`src/stable_priority_queue_top_macros.svh`:
```
// Assertion helpers for the priority queue.
`ifndef STABLE_PRIORITY_QUEUE_TOP_MACROS_SVH
`define STABLE_PRIORITY_QUEUE_TOP_MACROS_SVH

// Same-cycle implication, checked outside reset.
`define SPQ_ASSERT_SAME(lbl, clk, rst_n, ante, cons, msg) \
    lbl: assert property (@(posedge clk) disable iff (!(rst_n)) (ante) |-> (cons)) \
        else $error(msg);

// Next-cycle implication, checked outside reset.
`define SPQ_ASSERT_NEXT(lbl, clk, rst_n, ante, cons, msg) \
    lbl: assert property (@(posedge clk) disable iff (!(rst_n)) (ante) |=> (cons)) \
        else $error(msg);

`endif

```
`src/spq_pkg.sv`:
```
package spq_pkg;

    // Fixed field widths on the stream ports
    localparam int ACTION_W   = 2;
    localparam int ID_FIELD_W = 8;
    localparam int PRIO_FIELD_W = 8;
    localparam int STATUS_W   = 2;
    localparam int S_TDATA_W  = 24;
    localparam int M_TDATA_W  = 16;

    typedef enum logic [ACTION_W-1:0] {
        ACT_ENQUEUE  = 2'd0,
        ACT_POP      = 2'd1,
        ACT_SET_PRIO = 2'd2,
        ACT_NOP      = 2'd3
    } t_action;

    typedef enum logic [STATUS_W-1:0] {
        ST_OK        = 2'd0,
        ST_EMPTY     = 2'd1,
        ST_NOT_FOUND = 2'd2,
        ST_FULL      = 2'd3
    } t_status;

    typedef struct packed {
        logic [PRIO_FIELD_W-1:0] priority_req;
        logic [ID_FIELD_W-1:0]   item_id;
        t_action                 action;
    } t_request;

    typedef struct packed {
        t_status               status;
        logic                  at_head;
        logic [ID_FIELD_W-1:0] result_id;
    } t_result;

endpackage

```
`src/stable_priority_queue_top.sv`:
```
// Priority ready queue of item ids, highest priority first and first-in first-out
// among equal priorities; the entries live in one single-port-read, single-port-write
// memory that is walked one entry per cycle. A pop is one removal walk over the
// queue; an enqueue or a priority change is a removal walk over the queue, then,
// unless it fails, an insertion walk from the tail; the unused action code does no
// walk. One action is in flight at a time; the next input beat is taken as soon as
// the result reaches the output register, even if it is not yet taken downstream.
// The memory needs no clearing after reset.
`include "stable_priority_queue_top_macros.svh"

module stable_priority_queue_top #(
    parameter int QUEUE_DEPTH    = 16,
    parameter int ID_WIDTH       = 8,
    parameter int PRIORITY_WIDTH = 8
) (
    input  logic                          i_clk,
    input  logic                          i_rst_n,
    input  logic                          i_s_axis_tvalid,
    output logic                          o_s_axis_tready,
    // action[1:0], item_id[9:2], priority_req[17:10], zero pad [23:18]
    input  logic [spq_pkg::S_TDATA_W-1:0] i_s_axis_tdata,
    output logic                          o_m_axis_tvalid,
    input  logic                          i_m_axis_tready,
    // result_id[7:0], at_head[8], status[10:9], zero pad [15:11]
    output logic [spq_pkg::M_TDATA_W-1:0] o_m_axis_tdata
);

    import spq_pkg::*;

    localparam int AW = $clog2(QUEUE_DEPTH);
    localparam int DW = ID_WIDTH + PRIORITY_WIDTH;

    t_request      w_req;
    logic          w_res_valid;
    logic          w_res_ready;
    t_result       w_res;
    logic          w_ram_wr_en;
    logic [AW-1:0] w_ram_wr_addr;
    logic [DW-1:0] w_ram_wr_data;
    logic          w_ram_rd_en;
    logic [AW-1:0] w_ram_rd_addr;
    logic [DW-1:0] w_ram_rd_data;
    logic          r_m_vld;
    t_result       r_m_res;

    // Unpack the input beat
    assign w_req.action       = t_action'(i_s_axis_tdata[1:0]);
    assign w_req.item_id      = i_s_axis_tdata[9:2];
    assign w_req.priority_req = i_s_axis_tdata[17:10];

    spq_ctrl #(
        .QUEUE_DEPTH    (QUEUE_DEPTH),
        .ID_WIDTH       (ID_WIDTH),
        .PRIORITY_WIDTH (PRIORITY_WIDTH)
    ) u_ctrl (
        .i_clk         (i_clk),
        .i_rst_n       (i_rst_n),
        .i_req_valid   (i_s_axis_tvalid),
        .o_req_ready   (o_s_axis_tready),
        .i_req         (w_req),
        .o_res_valid   (w_res_valid),
        .i_res_ready   (w_res_ready),
        .o_res         (w_res),
        .o_ram_wr_en   (w_ram_wr_en),
        .o_ram_wr_addr (w_ram_wr_addr),
        .o_ram_wr_data (w_ram_wr_data),
        .o_ram_rd_en   (w_ram_rd_en),
        .o_ram_rd_addr (w_ram_rd_addr),
        .i_ram_rd_data (w_ram_rd_data)
    );

    spq_ram #(
        .WIDTH (DW),
        .DEPTH (QUEUE_DEPTH)
    ) u_entry_ram (
        .i_clk     (i_clk),
        .i_wr_en   (w_ram_wr_en),
        .i_wr_addr (w_ram_wr_addr),
        .i_wr_data (w_ram_wr_data),
        .i_rd_en   (w_ram_rd_en),
        .i_rd_addr (w_ram_rd_addr),
        .o_rd_data (w_ram_rd_data)
    );

    // Output register: load a new result whenever the slot is free or drains
    assign w_res_ready = !r_m_vld || i_m_axis_tready;

    always_ff @(posedge i_clk) begin
        if (w_res_valid && w_res_ready) begin
            r_m_res <= w_res;
        end
        if (!i_rst_n) begin
            r_m_vld <= 1'b0;
        end else if (w_res_ready) begin
            r_m_vld <= w_res_valid;
        end
    end

    assign o_m_axis_tvalid = r_m_vld;
    assign o_m_axis_tdata  = M_TDATA_W'({r_m_res.status, r_m_res.at_head, r_m_res.result_id});

    `SPQ_ASSERT_SAME(a_ram_no_collide, i_clk, i_rst_n, w_ram_wr_en && w_ram_rd_en, w_ram_wr_addr != w_ram_rd_addr, "entry memory read and write hit the same address")
    `SPQ_ASSERT_SAME(a_busy_excl, i_clk, i_rst_n, w_res_valid, !o_s_axis_tready, "result pending while input is open")
    `SPQ_ASSERT_NEXT(a_no_instant_result, i_clk, i_rst_n, i_s_axis_tvalid && o_s_axis_tready && (w_req.action != ACT_NOP), !w_res_valid, "result offered one cycle after accept")
    `SPQ_ASSERT_SAME(a_fail_not_head, i_clk, i_rst_n, o_m_axis_tvalid && (r_m_res.status != ST_OK), !r_m_res.at_head, "failed action flags head")

endmodule

```
`src/spq_ram.sv`:
```
module spq_ram #(
    parameter int WIDTH = 16,
    parameter int DEPTH = 16
) (
    input  logic                     i_clk,
    input  logic                     i_wr_en,
    input  logic [$clog2(DEPTH)-1:0] i_wr_addr,
    input  logic [WIDTH-1:0]         i_wr_data,
    input  logic                     i_rd_en,
    input  logic [$clog2(DEPTH)-1:0] i_rd_addr,
    output logic [WIDTH-1:0]         o_rd_data
);

    logic [WIDTH-1:0] r_mem [DEPTH];
    logic [WIDTH-1:0] r_rd_data;

    // One write and one registered read per cycle
    always_ff @(posedge i_clk) begin
        if (i_wr_en) begin
            r_mem[i_wr_addr] <= i_wr_data;
        end
        if (i_rd_en) begin
            r_rd_data <= r_mem[i_rd_addr];
        end
    end

    assign o_rd_data = r_rd_data;

endmodule

```
`src/spq_ctrl.sv`:
```
module spq_ctrl #(
    parameter int QUEUE_DEPTH    = 16,
    parameter int ID_WIDTH       = 8,
    parameter int PRIORITY_WIDTH = 8
) (
    input  logic                                  i_clk,
    input  logic                                  i_rst_n,
    input  logic                                  i_req_valid,
    output logic                                  o_req_ready,
    input  spq_pkg::t_request                     i_req,
    output logic                                  o_res_valid,
    input  logic                                  i_res_ready,
    output spq_pkg::t_result                      o_res,
    output logic                                  o_ram_wr_en,
    output logic [$clog2(QUEUE_DEPTH)-1:0]        o_ram_wr_addr,
    output logic [ID_WIDTH+PRIORITY_WIDTH-1:0]    o_ram_wr_data,
    output logic                                  o_ram_rd_en,
    output logic [$clog2(QUEUE_DEPTH)-1:0]        o_ram_rd_addr,
    input  logic [ID_WIDTH+PRIORITY_WIDTH-1:0]    i_ram_rd_data
);

    import spq_pkg::*;

    localparam int AW = $clog2(QUEUE_DEPTH);
    localparam int CW = $clog2(QUEUE_DEPTH + 1);
    localparam int DW = ID_WIDTH + PRIORITY_WIDTH;
    localparam logic [CW-1:0] FULL_COUNT = CW'(QUEUE_DEPTH);

    typedef enum logic [2:0] {
        S_IDLE,
        S_REMOVE,
        S_INSERT,
        S_DONE
    } t_state;

    t_state                    r_state, n_state;
    t_action                   r_action, n_action;
    logic [ID_WIDTH-1:0]       r_id, n_id;
    logic [PRIORITY_WIDTH-1:0] r_prio, n_prio;
    logic [CW-1:0]             r_scan, n_scan;
    logic                      r_pend, n_pend;
    logic [AW-1:0]             r_pend_idx, n_pend_idx;
    logic                      r_found, n_found;
    logic [CW-1:0]             r_count, n_count;
    t_result                   r_res, n_res;

    logic [ID_WIDTH-1:0]       w_rd_id;
    logic [PRIORITY_WIDTH-1:0] w_rd_prio;
    logic [ID_WIDTH-1:0]       w_in_id;
    logic                      w_match;
    logic                      w_scan_more;
    logic [CW-1:0]             w_count_after;
    logic [DW-1:0]             w_new_entry;

    assign w_rd_id       = i_ram_rd_data[DW-1 -: ID_WIDTH];
    assign w_rd_prio     = i_ram_rd_data[PRIORITY_WIDTH-1:0];
    assign w_in_id       = ID_WIDTH'(i_req.item_id);
    assign w_new_entry   = {r_id, r_prio};
    assign w_scan_more   = (r_scan < r_count);
    assign w_count_after = r_found ? (r_count - CW'(1)) : r_count;
    // Pop takes the head; the other actions look for their id
    assign w_match       = (r_action == ACT_POP) ? (r_pend_idx == '0) : (w_rd_id == r_id);

    assign o_req_ready = (r_state == S_IDLE);
    assign o_res_valid = (r_state == S_DONE);
    assign o_res       = r_res;

    always_comb begin
        n_state      = r_state;
        n_action     = r_action;
        n_id         = r_id;
        n_prio       = r_prio;
        n_scan       = r_scan;
        n_pend       = r_pend;
        n_pend_idx   = r_pend_idx;
        n_found      = r_found;
        n_count      = r_count;
        n_res        = r_res;
        o_ram_wr_en   = 1'b0;
        o_ram_wr_addr = '0;
        o_ram_wr_data = '0;
        o_ram_rd_en   = 1'b0;
        o_ram_rd_addr = '0;

        unique case (r_state)
            S_IDLE: begin
                // Latch the request and start the removal scan; the unused code goes straight to done
                if (i_req_valid) begin
                    n_action  = i_req.action;
                    n_id      = w_in_id;
                    n_prio    = PRIORITY_WIDTH'(i_req.priority_req);
                    n_scan    = '0;
                    n_pend    = 1'b0;
                    n_found   = 1'b0;
                    n_res.result_id = ID_FIELD_W'(w_in_id);
                    n_res.at_head   = 1'b0;
                    n_res.status    = ST_OK;
                    n_state = (i_req.action == ACT_NOP) ? S_DONE : S_REMOVE;
                end
            end

            S_REMOVE: begin
                // Read upward; once the entry is found, move each later one down
                if (w_scan_more) begin
                    o_ram_rd_en   = 1'b1;
                    o_ram_rd_addr = r_scan[AW-1:0];
                    n_scan        = r_scan + CW'(1);
                    n_pend        = 1'b1;
                    n_pend_idx    = r_scan[AW-1:0];
                end else begin
                    n_pend = 1'b0;
                end
                if (r_pend) begin
                    if (!r_found && w_match) begin
                        n_found = 1'b1;
                        if (r_action == ACT_POP) begin
                            n_res.result_id = ID_FIELD_W'(w_rd_id);
                        end
                    end else if (r_found) begin
                        o_ram_wr_en   = 1'b1;
                        o_ram_wr_addr = r_pend_idx - AW'(1);
                        o_ram_wr_data = i_ram_rd_data;
                    end
                end else if (!w_scan_more) begin
                    // Scan done: settle the count and pick the next step
                    n_count = w_count_after;
                    n_scan  = w_count_after;
                    n_pend  = 1'b0;
                    n_state = S_DONE;
                    if (r_action == ACT_POP) begin
                        if (!r_found) begin
                            n_res.status = ST_EMPTY;
                        end
                    end else if (r_action == ACT_SET_PRIO) begin
                        if (!r_found) begin
                            n_res.status = ST_NOT_FOUND;
                        end else begin
                            n_state = S_INSERT;
                        end
                    end else if (w_count_after == FULL_COUNT) begin
                        n_res.status = ST_FULL;
                    end else begin
                        n_state = S_INSERT;
                    end
                end
            end

            S_INSERT: begin
                // Read downward from the tail, shift lower priorities up by one
                if (r_scan != '0) begin
                    o_ram_rd_en   = 1'b1;
                    o_ram_rd_addr = AW'(r_scan - CW'(1));
                    n_scan        = r_scan - CW'(1);
                    n_pend        = 1'b1;
                    n_pend_idx    = AW'(r_scan - CW'(1));
                end else begin
                    n_pend = 1'b0;
                end
                if (r_pend) begin
                    o_ram_wr_en   = 1'b1;
                    o_ram_wr_addr = r_pend_idx + AW'(1);
                    if (w_rd_prio >= r_prio) begin
                        // Place behind the last entry of equal or higher priority
                        o_ram_wr_data   = w_new_entry;
                        n_count         = r_count + CW'(1);
                        n_res.at_head   = 1'b0;
                        n_pend          = 1'b0;
                        n_state         = S_DONE;
                    end else begin
                        o_ram_wr_data = i_ram_rd_data;
                    end
                end else if (r_scan == '0) begin
                    // Everything moved: the new entry becomes the head
                    o_ram_wr_en   = 1'b1;
                    o_ram_wr_addr = '0;
                    o_ram_wr_data = w_new_entry;
                    n_count       = r_count + CW'(1);
                    n_res.at_head = (r_action == ACT_SET_PRIO) ? 1'b1 : (r_prio != '0);
                    n_state       = S_DONE;
                end
            end

            S_DONE: begin
                // Hold the result until the output stage takes it
                if (i_res_ready) begin
                    n_state = S_IDLE;
                end
            end

            default: begin
                n_state = S_IDLE;
            end
        endcase
    end

    always_ff @(posedge i_clk) begin
        r_action   <= n_action;
        r_id       <= n_id;
        r_prio     <= n_prio;
        r_scan     <= n_scan;
        r_pend_idx <= n_pend_idx;
        r_res      <= n_res;
        if (!i_rst_n) begin
            r_state <= S_IDLE;
            r_pend  <= 1'b0;
            r_found <= 1'b0;
            r_count <= '0;
        end else begin
            r_state <= n_state;
            r_pend  <= n_pend;
            r_found <= n_found;
            r_count <= n_count;
        end
    end

endmodule

```
`config.mk`:
```
export PLATFORM = sky130hd
export DESIGN_NAME = stable_priority_queue_top
export DESIGN_NICKNAME = d
export VERILOG_FILES = /design/src/spq_pkg.sv /design/src/stable_priority_queue_top.sv /design/src/spq_ram.sv /design/src/spq_ctrl.sv
export VERILOG_INCLUDE_DIRS = /design/src /design/src/src
export SDC_FILE = /design/constraint.sdc
export NUM_CORES = 1
export LEC_CHECK = 0
export BUFFER_PORTS_ARGS = -buffer_cell sky130_fd_sc_hd__buf_2
export CORE_ASPECT_RATIO = 1.5
export CORE_MARGIN = 8
export CORE_UTILIZATION = 53
export DETAILED_ROUTE_END_ITERATION = 8
export MAX_ROUTING_LAYER = met4
export PLACE_DENSITY = 0.72
export SLEW_MARGIN = 10
export SYNTH_ARGS = -nofsm -noshare
export SYNTH_HDL_FRONTEND = slang
export SYNTH_SLANG_ARGS = --single-unit
```
`constraint.sdc`:
```
create_clock -name i_clk -period 3.1 [get_ports i_clk]
set_input_delay 0.31 -clock i_clk [delete_from_list [all_inputs] [get_ports i_clk]]
set_output_delay 0.31 -clock i_clk [all_outputs]
set_load 0.1 [all_outputs]
```
==> key figures, run 1 <==
Worst setup path
  • R2R Setup Slk: about 0.057 ns
  • Crit path cell chain: ha_4, nor3_4, o21ai_2, a31o_2, inv_4, ha_4, nand2_4, o21a_4, buf_12, buf_6, mux2_4, a22oi_2, a311oi_2, a211oi_2, o22ai_1
  • Crit path DAT: about 3.3 ns
  • Startpoint type of the worst setup path: flip-flop
  • Reg2reg end: u_entry_ram.o_rd_data[13]$_DFFE_PP_
  • Element type at the critical path end: flip-flop
  • Worst Path Required: 3.38 ns
  • CP most frequent cell: ha_4
  • CP max FO: 7
  • Worst Reg-to-Reg Cells: 15
  • Worst path max stage delay: around 0.44 ns
  • Slowest cell on the critical path: edfxtp_1
  • CP bufs+invs: 3
  • Crit Path Class: reg -> reg
  • R2R Path Start: u_ctrl.r_scan[3]$_DFFE_PP_
  • Delay-heaviest family, CP: compound AO/OA/AOI/OAI gates

Floorplan
  • Std-Cell Core Area: 27960 um2
  • Die Span X: 153.4 um
  • Initial Util: 0.5365
  • Full die area: 34060 um2
  • IO Pins: 46
  • Row cnt: 75
  • Die H: 222.1 um

Clocking
  • Reg clk slew, reported paths: approximately 0.07 ns
  • Worst-Skew Late Latency: roughly 0.56 ns
  • TritonCTS clock tree: built
  • Clock Tree Root: clkbuf_16
  • Clock buffer count from CTS: 30
  • H-tree depth: 1
  • CTS sink cnt: ~330
  • Clock buffer depth: 3

Layout
  • Most frequent cells in the layout: 321 x edfxtp_1, 104 x nand2_1, 95 x buf_4
  • Non-Filler Instances: between 1500 and 2000
  • Nets@finish: about 1300
  • Share of layout cells above drive strength 1: 0.2396
  • Ant diodes: 0
  • Area Overhead vs Synth: 19.18%
  • Final instance area: 17880 um2
  • Commonest non-fill, non-tap cell in the layout: edfxtp_1

Job
  • MaxCap Viol Count: 0

GRT
  • GR Layer Usage met3: 0.02614
  • Grt total ovfl: 0
  • First-pass GRT wire length: just under 60000 um
  • GRT Total Usage: 0.2258
  • Largest net degree at the start of global routing: 51
  • GR Util met1: 0.2465
  • Vias in the first global route: 10130
  • Met2 usage: 0.4046
  • GR peak layer: met2
  • Antenna violations before repair: 0

Worst hold path
  • Hold Crit Endpoint: o_m_axis_tvalid$_SDFFE_PN0N_
  • Worst hold path class: in -> reg
  • Hold_sp: i_m_axis_tready
  • Hold path cells: 4

Power
  • NetSw: 5.518 mW
  • Internal: 9.772 mW
  • Tot Pwr: approximately 15 mW
  • Switch share: 0.3609
  • Peak VDD IR: between 0.6 and 0.7 mV
  • Seq pwr share: 0.363
  • Power Dens Cells: about 860 nW/um2
  • Clock share of power: 0.248
  • Logic pwr share: 0.389
  • Leakage: between 6 and 7 nW

Detailed routing
  • 1st-pass router iterations: 5
  • Post-DRT Antenna Nets: 0
  • DR vias/cell: 6.332
  • Initial DRC count: between 800 and 900
  • Final WL: ~38000 um
  • Residual DRC count: 0
  • Routed vias: 10250
  • DR WL/cell: between 20 and 25 um

STA
  • Pins Over Slew Limit: 0
  • Fmax: about 330 MHz
  • Count of final setup violators: 0
  • Hold Fails Final Rpt: 0
  • Min Tclk post-route: 3.043 ns
  • Final period util: 0.9816
  • Relative slew slack: 0.3803
  • Slew @ Worst Pin: between 0.9 and 1 ns
  • Unrepaired setup endpoints after global routing: yes
  • Clock skew: 0.01460 ns
  • Worst hold margin: around 0.047 ns

Placement
  • DPL Wire Length: between 20000 and 30000 um
  • Placed insts: around 1500
  • DP Area: 16160 um2
  • Gpl congestion: roughly 0.9
  • Port bufs: 34

Yosys
  • Synthesized area: between 15000 and 20000 um2
  • Sequential share of the synthesized area: 0.6558
  • Async SR Flop Fraction: 0
  • EDFF count, synth: roughly 320
  • Register bit total from synthesis: 331
  • YS warnings: 0
  • Mean Syn Cell Area: 13.44 um2
  • Ys flop type: edfxtp_1
  • Distinct cells, synth: 70
  • Cells after synthesis: 1116

Run status
  • Status: completed
==> cell type report <==
type / count / area, um2
flip-flops and latches: 331 / 9841
fillers: 1984 / 10080
well taps: 346 / 432.9
inverters: 33 / 130.1
repair buffers: 172 / 1519
clock buffers: 35 / 790.8
multi-input cells: 681 / 4943
clock inverters: 21 / 224.0
==> power by group through the flow <==
stage                     Sequential [mW]  Combinational (mW)  Clock (mW)
after floorplan                      5.68                3.46           0
after global placement               5.63                5.19           0
after detailed placement             5.63                5.26           0
final                                5.55                5.95        3.78
after global routing                 5.58                6.34        3.97
after CTS                            5.54                5.48        3.82
==> cells in the mapped netlist, drive strengths merged (3+ instances only) <==
cell type  instances  share of area
nor3              19         0.0063
o22ai             28          0.012
xnor2             16         0.0093
o21ai             49          0.017
and2               3         0.0013
a211oi            14         0.0070
a221oi            11         0.0064
nor4               3         0.0013
ha                28          0.023
dfxtp             10          0.013
o31ai              5         0.0034
nand3             33          0.011
and3              22         0.0092
mux4              10          0.016
a32o              18          0.012
edfxtp           321           0.64
a32oi              9         0.0058
buf               35          0.018
inv               32         0.0082
o211ai            13         0.0065
nand4              9         0.0038
mux2              26          0.020
o311ai             3         0.0018
nand2            107          0.028
nor2b              9         0.0038
mux2i             37          0.025
a22oi             16         0.0080
o21a              12         0.0060
a31oi             14         0.0058
a21oi             48          0.016
a311oi             9         0.0053
nor2              62          0.016
nand2b            11         0.0048
clkbuf            41          0.010
or4                3         0.0015
==> metal layers <==
| metal | vias up | wire (um) | part of all wire |
|---|---|---|---|
| met5 | - | 0 | 0 |
| met4 | 0 | 1916 | 0.050 |
| met3 | 130 | 2738 | 0.072 |
| met2 | 492 | 20260 | 0.53 |
| met1 | 5048 | 13210 | 0.35 |
| li1 | 4581 | - | - |
==> metrics by stage <==
stage                     setup WS, ns   TNS, ns    util
after floorplan               -0.03235    -2.607       -
after global placement        0.007323         0  0.5778
after detailed placement      -0.04056   -0.1451  0.5778
after CTS                     -0.01583  -0.01583  0.6262
after global routing          -0.01813  -0.01813  0.6394
final                          0.05693         0  0.6394
==> worst register-to-register path: cells and delay by family, from the launching register on <==
kind	cells	cell delay [ns]
AO/OA/AOI/OAI	7	1.09
flip-flops	1	0.44
buffers and inverters	3	0.35
adder cells (fa/ha/maj)	2	0.34
multiplexers	1	0.29
AND/OR/NAND/NOR	2	0.27
==> cell families (layout without fill, tap and decap cells) <==
kind of cell	count (synthesis)	in the layout	synth area share
AOI/OAI and AO/OA	265	265	0.1217
xor gates and xnor gates	18	18	0.01051
adders and majority gates	28	28	0.02335
buffers and inverters	109	261	0.03628
DFF	331	331	0.6558
muxes	73	73	0.05971
other	1	5	0.0002499
and+or+nand+nor	291	292	0.09240
==> how the worst max path moves through the flow <==
stage | startpoint | to | depth (start not counted)
after floorplan | u_ctrl.r_state[0]$_SDFFE_PN0P_ | u_entry_ram.r_mem[6][0]$_DFFE_PP_ | 8
after global placement | u_ctrl.r_scan[3]$_DFFE_PP_ | u_entry_ram.o_rd_data[4]$_DFFE_PP_ | 15
after detailed placement | u_ctrl.r_count[1]$_SDFFE_PN0P_ | u_entry_ram.o_rd_data[4]$_DFFE_PP_ | 15
after CTS | u_ctrl.r_count[1]$_SDFFE_PN0P_ | u_entry_ram.o_rd_data[3]$_DFFE_PP_ | 16
after global routing | u_ctrl.r_scan[3]$_DFFE_PP_ | u_entry_ram.o_rd_data[13]$_DFFE_PP_ | 15
final | u_ctrl.r_scan[3]$_DFFE_PP_ | u_entry_ram.o_rd_data[13]$_DFFE_PP_ | 15
==> registers in the layout, summed over array words and instances (netlist names) <==
name and flops:
u_ctrl.r_state 2, u_ctrl.r_pend 1, u_ctrl.r_pend_idx 4, u_ctrl.r_action 2
u_ctrl.r_found 1, u_ctrl.r_id 8, o_m_axis_tvalid 1, u_entry_ram.r_mem 256
u_ctrl.o_res 11, u_ctrl.r_prio 8, u_ctrl.r_scan 5, u_ctrl.r_count 5
u_entry_ram.o_rd_data 16, o_m_axis_tdata 11
==> repair_timing <==
action / in CTS / in global routing
pin swaps: 5 / 21
endpoints found under the setup margin: 14 / 180
gates resized for setup: 14 / 63
cloned: 2 / 2
setup buffers: 7 / 8
endpoints found under the hold margin: 18 / 0
hold buffers: 18 / 0
(Power assumes the default switching activity.)
==> run 2: changes to the inputs <==
CORE_UTILIZATION = 44   (was 53)
GPL_ROUTABILITY_DRIVEN = 0   (was default)
PLACE_DENSITY = 0.62   (was 0.72)
==> key figures, run 2 (synthesized netlist as in run 1, its figures left out) <==
Run status
  • Status: completed

GRT
  • Vias in the first global route: 9964 (-1.7%)
  • Grt total ovfl: 0 (unchanged)
  • GRT Total Usage: 0.1928 (-0.03296)
  • Antenna violations before repair: 0 (unchanged)
  • Largest net degree at the start of global routing: 72 (+41%)
  • First-pass GRT wire length: 59270 um (+1.6%)

Worst hold path
  • Hold Crit Endpoint: o_m_axis_tvalid$_SDFFE_PN0N_
  • Hold path cells: 4 (unchanged)
  • Hold_sp: i_m_axis_tready
  • Worst hold path class: in -> reg

Clocking
  • Clock Tree Root: clkbuf_16
  • Clock buffer depth: 3 (unchanged)
  • Clock buffer count from CTS: 30 (unchanged)
  • H-tree depth: 1 (unchanged)
  • Worst-Skew Late Latency: 0.59 ns (+0.03 ns)
  • Reg clk slew, reported paths: 0.07 ns (about the same)
  • CTS sink cnt: 331 (unchanged)
  • TritonCTS clock tree: built

STA
  • Clock skew: 0.02106 ns (+0.006456 ns)
  • Unrepaired setup endpoints after global routing: yes
  • Min Tclk post-route: 3.076 ns (+0.03256 ns)
  • Slew @ Worst Pin: 0.8147 ns (-0.1129 ns)
  • Fmax: 325.1 MHz (-1.1%)
  • Count of final setup violators: 0 (unchanged)
  • Final period util: 0.9921 (+0.01050)
  • Pins Over Slew Limit: 0 (unchanged)
  • Relative slew slack: 0.4568 (+0.07655)
  • Hold Fails Final Rpt: 0 (unchanged)

Worst setup path
  • Worst Reg-to-Reg Cells: 10 (-5)
  • Slowest cell on the critical path: a32o_1
  • Startpoint type of the worst setup path: flip-flop
  • CP max FO: 16 (+9)
  • Crit path DAT: 3.37 ns (+0.05 ns)
  • Worst Path Required: 3.39 ns (about the same)
  • R2R Setup Slk: 0.02 ns (-0.03 ns)
  • Crit Path Class: reg -> reg
  • Reg2reg end: u_entry_ram.r_mem[11][5]$_DFFE_PP_
  • CP bufs+invs: 2 (-1)
  • Delay-heaviest family, CP: compound AO/OA/AOI/OAI gates
  • Worst path max stage delay: 0.64 ns (+0.20 ns)
  • Crit path cell chain: ha_1, nand2b_1, a21o_1, a21oi_1, o21a_1, a21oi_1, o21ai_1, buf_4, buf_4, a32o_1
  • R2R Path Start: u_ctrl.r_prio[0]$_DFFE_PP_
  • Element type at the critical path end: flip-flop

Power
  • Leakage: 6.274 nW (+1.4%)
  • Power Dens Cells: 852.2 nW/um2 (-0.34%)
  • Peak VDD IR: 0.4393 mV (-29%)

Placement
  • DP Area: 16250 um2 (+0.57%)
  • Placed insts: 1604 (+5.1%)
  • DPL Wire Length: 26480 um (+3.3%)
  • Port bufs: 34 (unchanged)

Floorplan
  • Row cnt: 83 (+11%)
  • IO Pins: 46 (unchanged)
  • Std-Cell Core Area: 33960 um2 (+21%)
  • Full die area: 40380 um2 (+19%)
  • Die Span X: 166.8 um (+8.7%)
  • Initial Util: 0.4418 (-0.09471)
  • Die H: 242.2 um (+9.0%)

Detailed routing
  • Residual DRC count: 0 (unchanged)
  • Post-DRT Antenna Nets: 0 (unchanged)
  • DR WL/cell: 22.95 um (-2.5%)
  • 1st-pass router iterations: 5 (unchanged)
  • Routed vias: 10010 (-2.3%)
  • Initial DRC count: 1011 (+22%)
  • DR vias/cell: 5.851 (-7.6%)
  • Final WL: 39270 um (+3.0%)

Layout
  • Non-Filler Instances: 1711 (+5.7%)
  • Most frequent cells in the layout: 321 x edfxtp_1, 107 x buf_4, 103 x nand2_1
  • Nets@finish: 1319 (+1.1%)
  • Area Overhead vs Synth: 20.90%
  • Ant diodes: 0 (unchanged)
  • Max FFs per register: 256 (unchanged)
  • Commonest non-fill, non-tap cell in the layout: edfxtp_1
  • Fill cells: 2784 (+40%)
  • Largest reg by FF count: u_entry_ram.r_mem
  • Final instance area: 18140 um2 (+1.4%)
  • Share of layout cells above drive strength 1: 0.2395 (about the same)

Job
  • MaxCap Viol Count: 0 (unchanged)
-- run 2: cell count changes in the layout (fill, tap and decap cells not counted), moves of 4 or more --
cell     previous run  this run
a31oi_1            14         9
a31oi_2             0         4
a32o_1              6        16
a32o_2             12         2
buf_4              95       107
o21ai_0            42        38
-- run 2: power by group --
part           leakage [nW]  internal (mW)  switching, mW
logic                  3.15           2.41           3.74
clock network         0.480           2.12           1.64
registers              2.64           5.34          0.213
-- run 2: routing by layer --
layer / share of wire / global-route usage
met1: 0.38 / 0.2132
met2: 0.53 / 0.3486
met5: 0 / -
met4: 0.044 / 0.08557
met3: 0.051 / 0.01794
-- run 2: worst reg2reg max path: stages (launching register included) --
cell      delay, ns
edfxtp_1       0.42
ha_1           0.30
nand2b_1       0.16
a21o_1         0.18
a21oi_1        0.22
o21a_1         0.21
a21oi_1        0.10
o21ai_1        0.18
buf_4          0.21
buf_4          0.16
a32o_1         0.64
-- run 2: worst max-delay path by stage --
stage	startpoint	to	depth (start not counted)
floorplan	u_ctrl.r_state[0]$_SDFFE_PN0P_	u_entry_ram.r_mem[6][0]$_DFFE_PP_	8
global placement	u_ctrl.r_scan[3]$_DFFE_PP_	u_entry_ram.o_rd_data[8]$_DFFE_PP_	15
detailed placement	u_ctrl.r_scan[1]$_DFFE_PP_	u_entry_ram.o_rd_data[10]$_DFFE_PP_	14
CTS	u_ctrl.r_prio[0]$_DFFE_PP_	u_entry_ram.r_mem[10][11]$_DFFE_PP_	9
global route	u_ctrl.r_prio[0]$_DFFE_PP_	u_entry_ram.r_mem[11][5]$_DFFE_PP_	10
finish	u_ctrl.r_prio[0]$_DFFE_PP_	u_entry_ram.r_mem[11][5]$_DFFE_PP_	10
-- run 2: timing repair --
item | in CTS | in global routing
buffers inserted | 4 | 26
pin swaps | 3 | 25
gates resized for setup | 6 | 68
hold endpoints to repair | 18 | 0
gates cloned | 1 | 3
hold buffers | 18 | 0
setup endpoints to repair | 10 | 176
-- run 2: final cells by class --
class	count	area [um2]	area share
inverter	33	126.4	0.006967
clock inverter	19	219.0	0.01207
tap	425	531.8	0.02932
sequential	331	9839	0.5425
multi-input combinational	680	4957	0.2733
clock buffer	36	773.2	0.04263
timing repair buffer	187	1692	0.09326
-- run 2: metrics by stage --
stage	TNS, ns	hold slack [ns]	utilization	worst slack [ns]	power (mW)
global route	-7.410	0.07933	0.5341	-0.09389	16.15
CTS	0	0.03190	0.5159	0.005645	14.83
finish	0	0.04596	0.5341	0.02437	15.46
floorplan	-2.607	0.4003	-	-0.03235	9.135
global placement	-0.2434	0.4011	0.4785	-0.07014	10.89
detailed placement	-0.2892	0.4063	0.4785	-0.09361	10.97
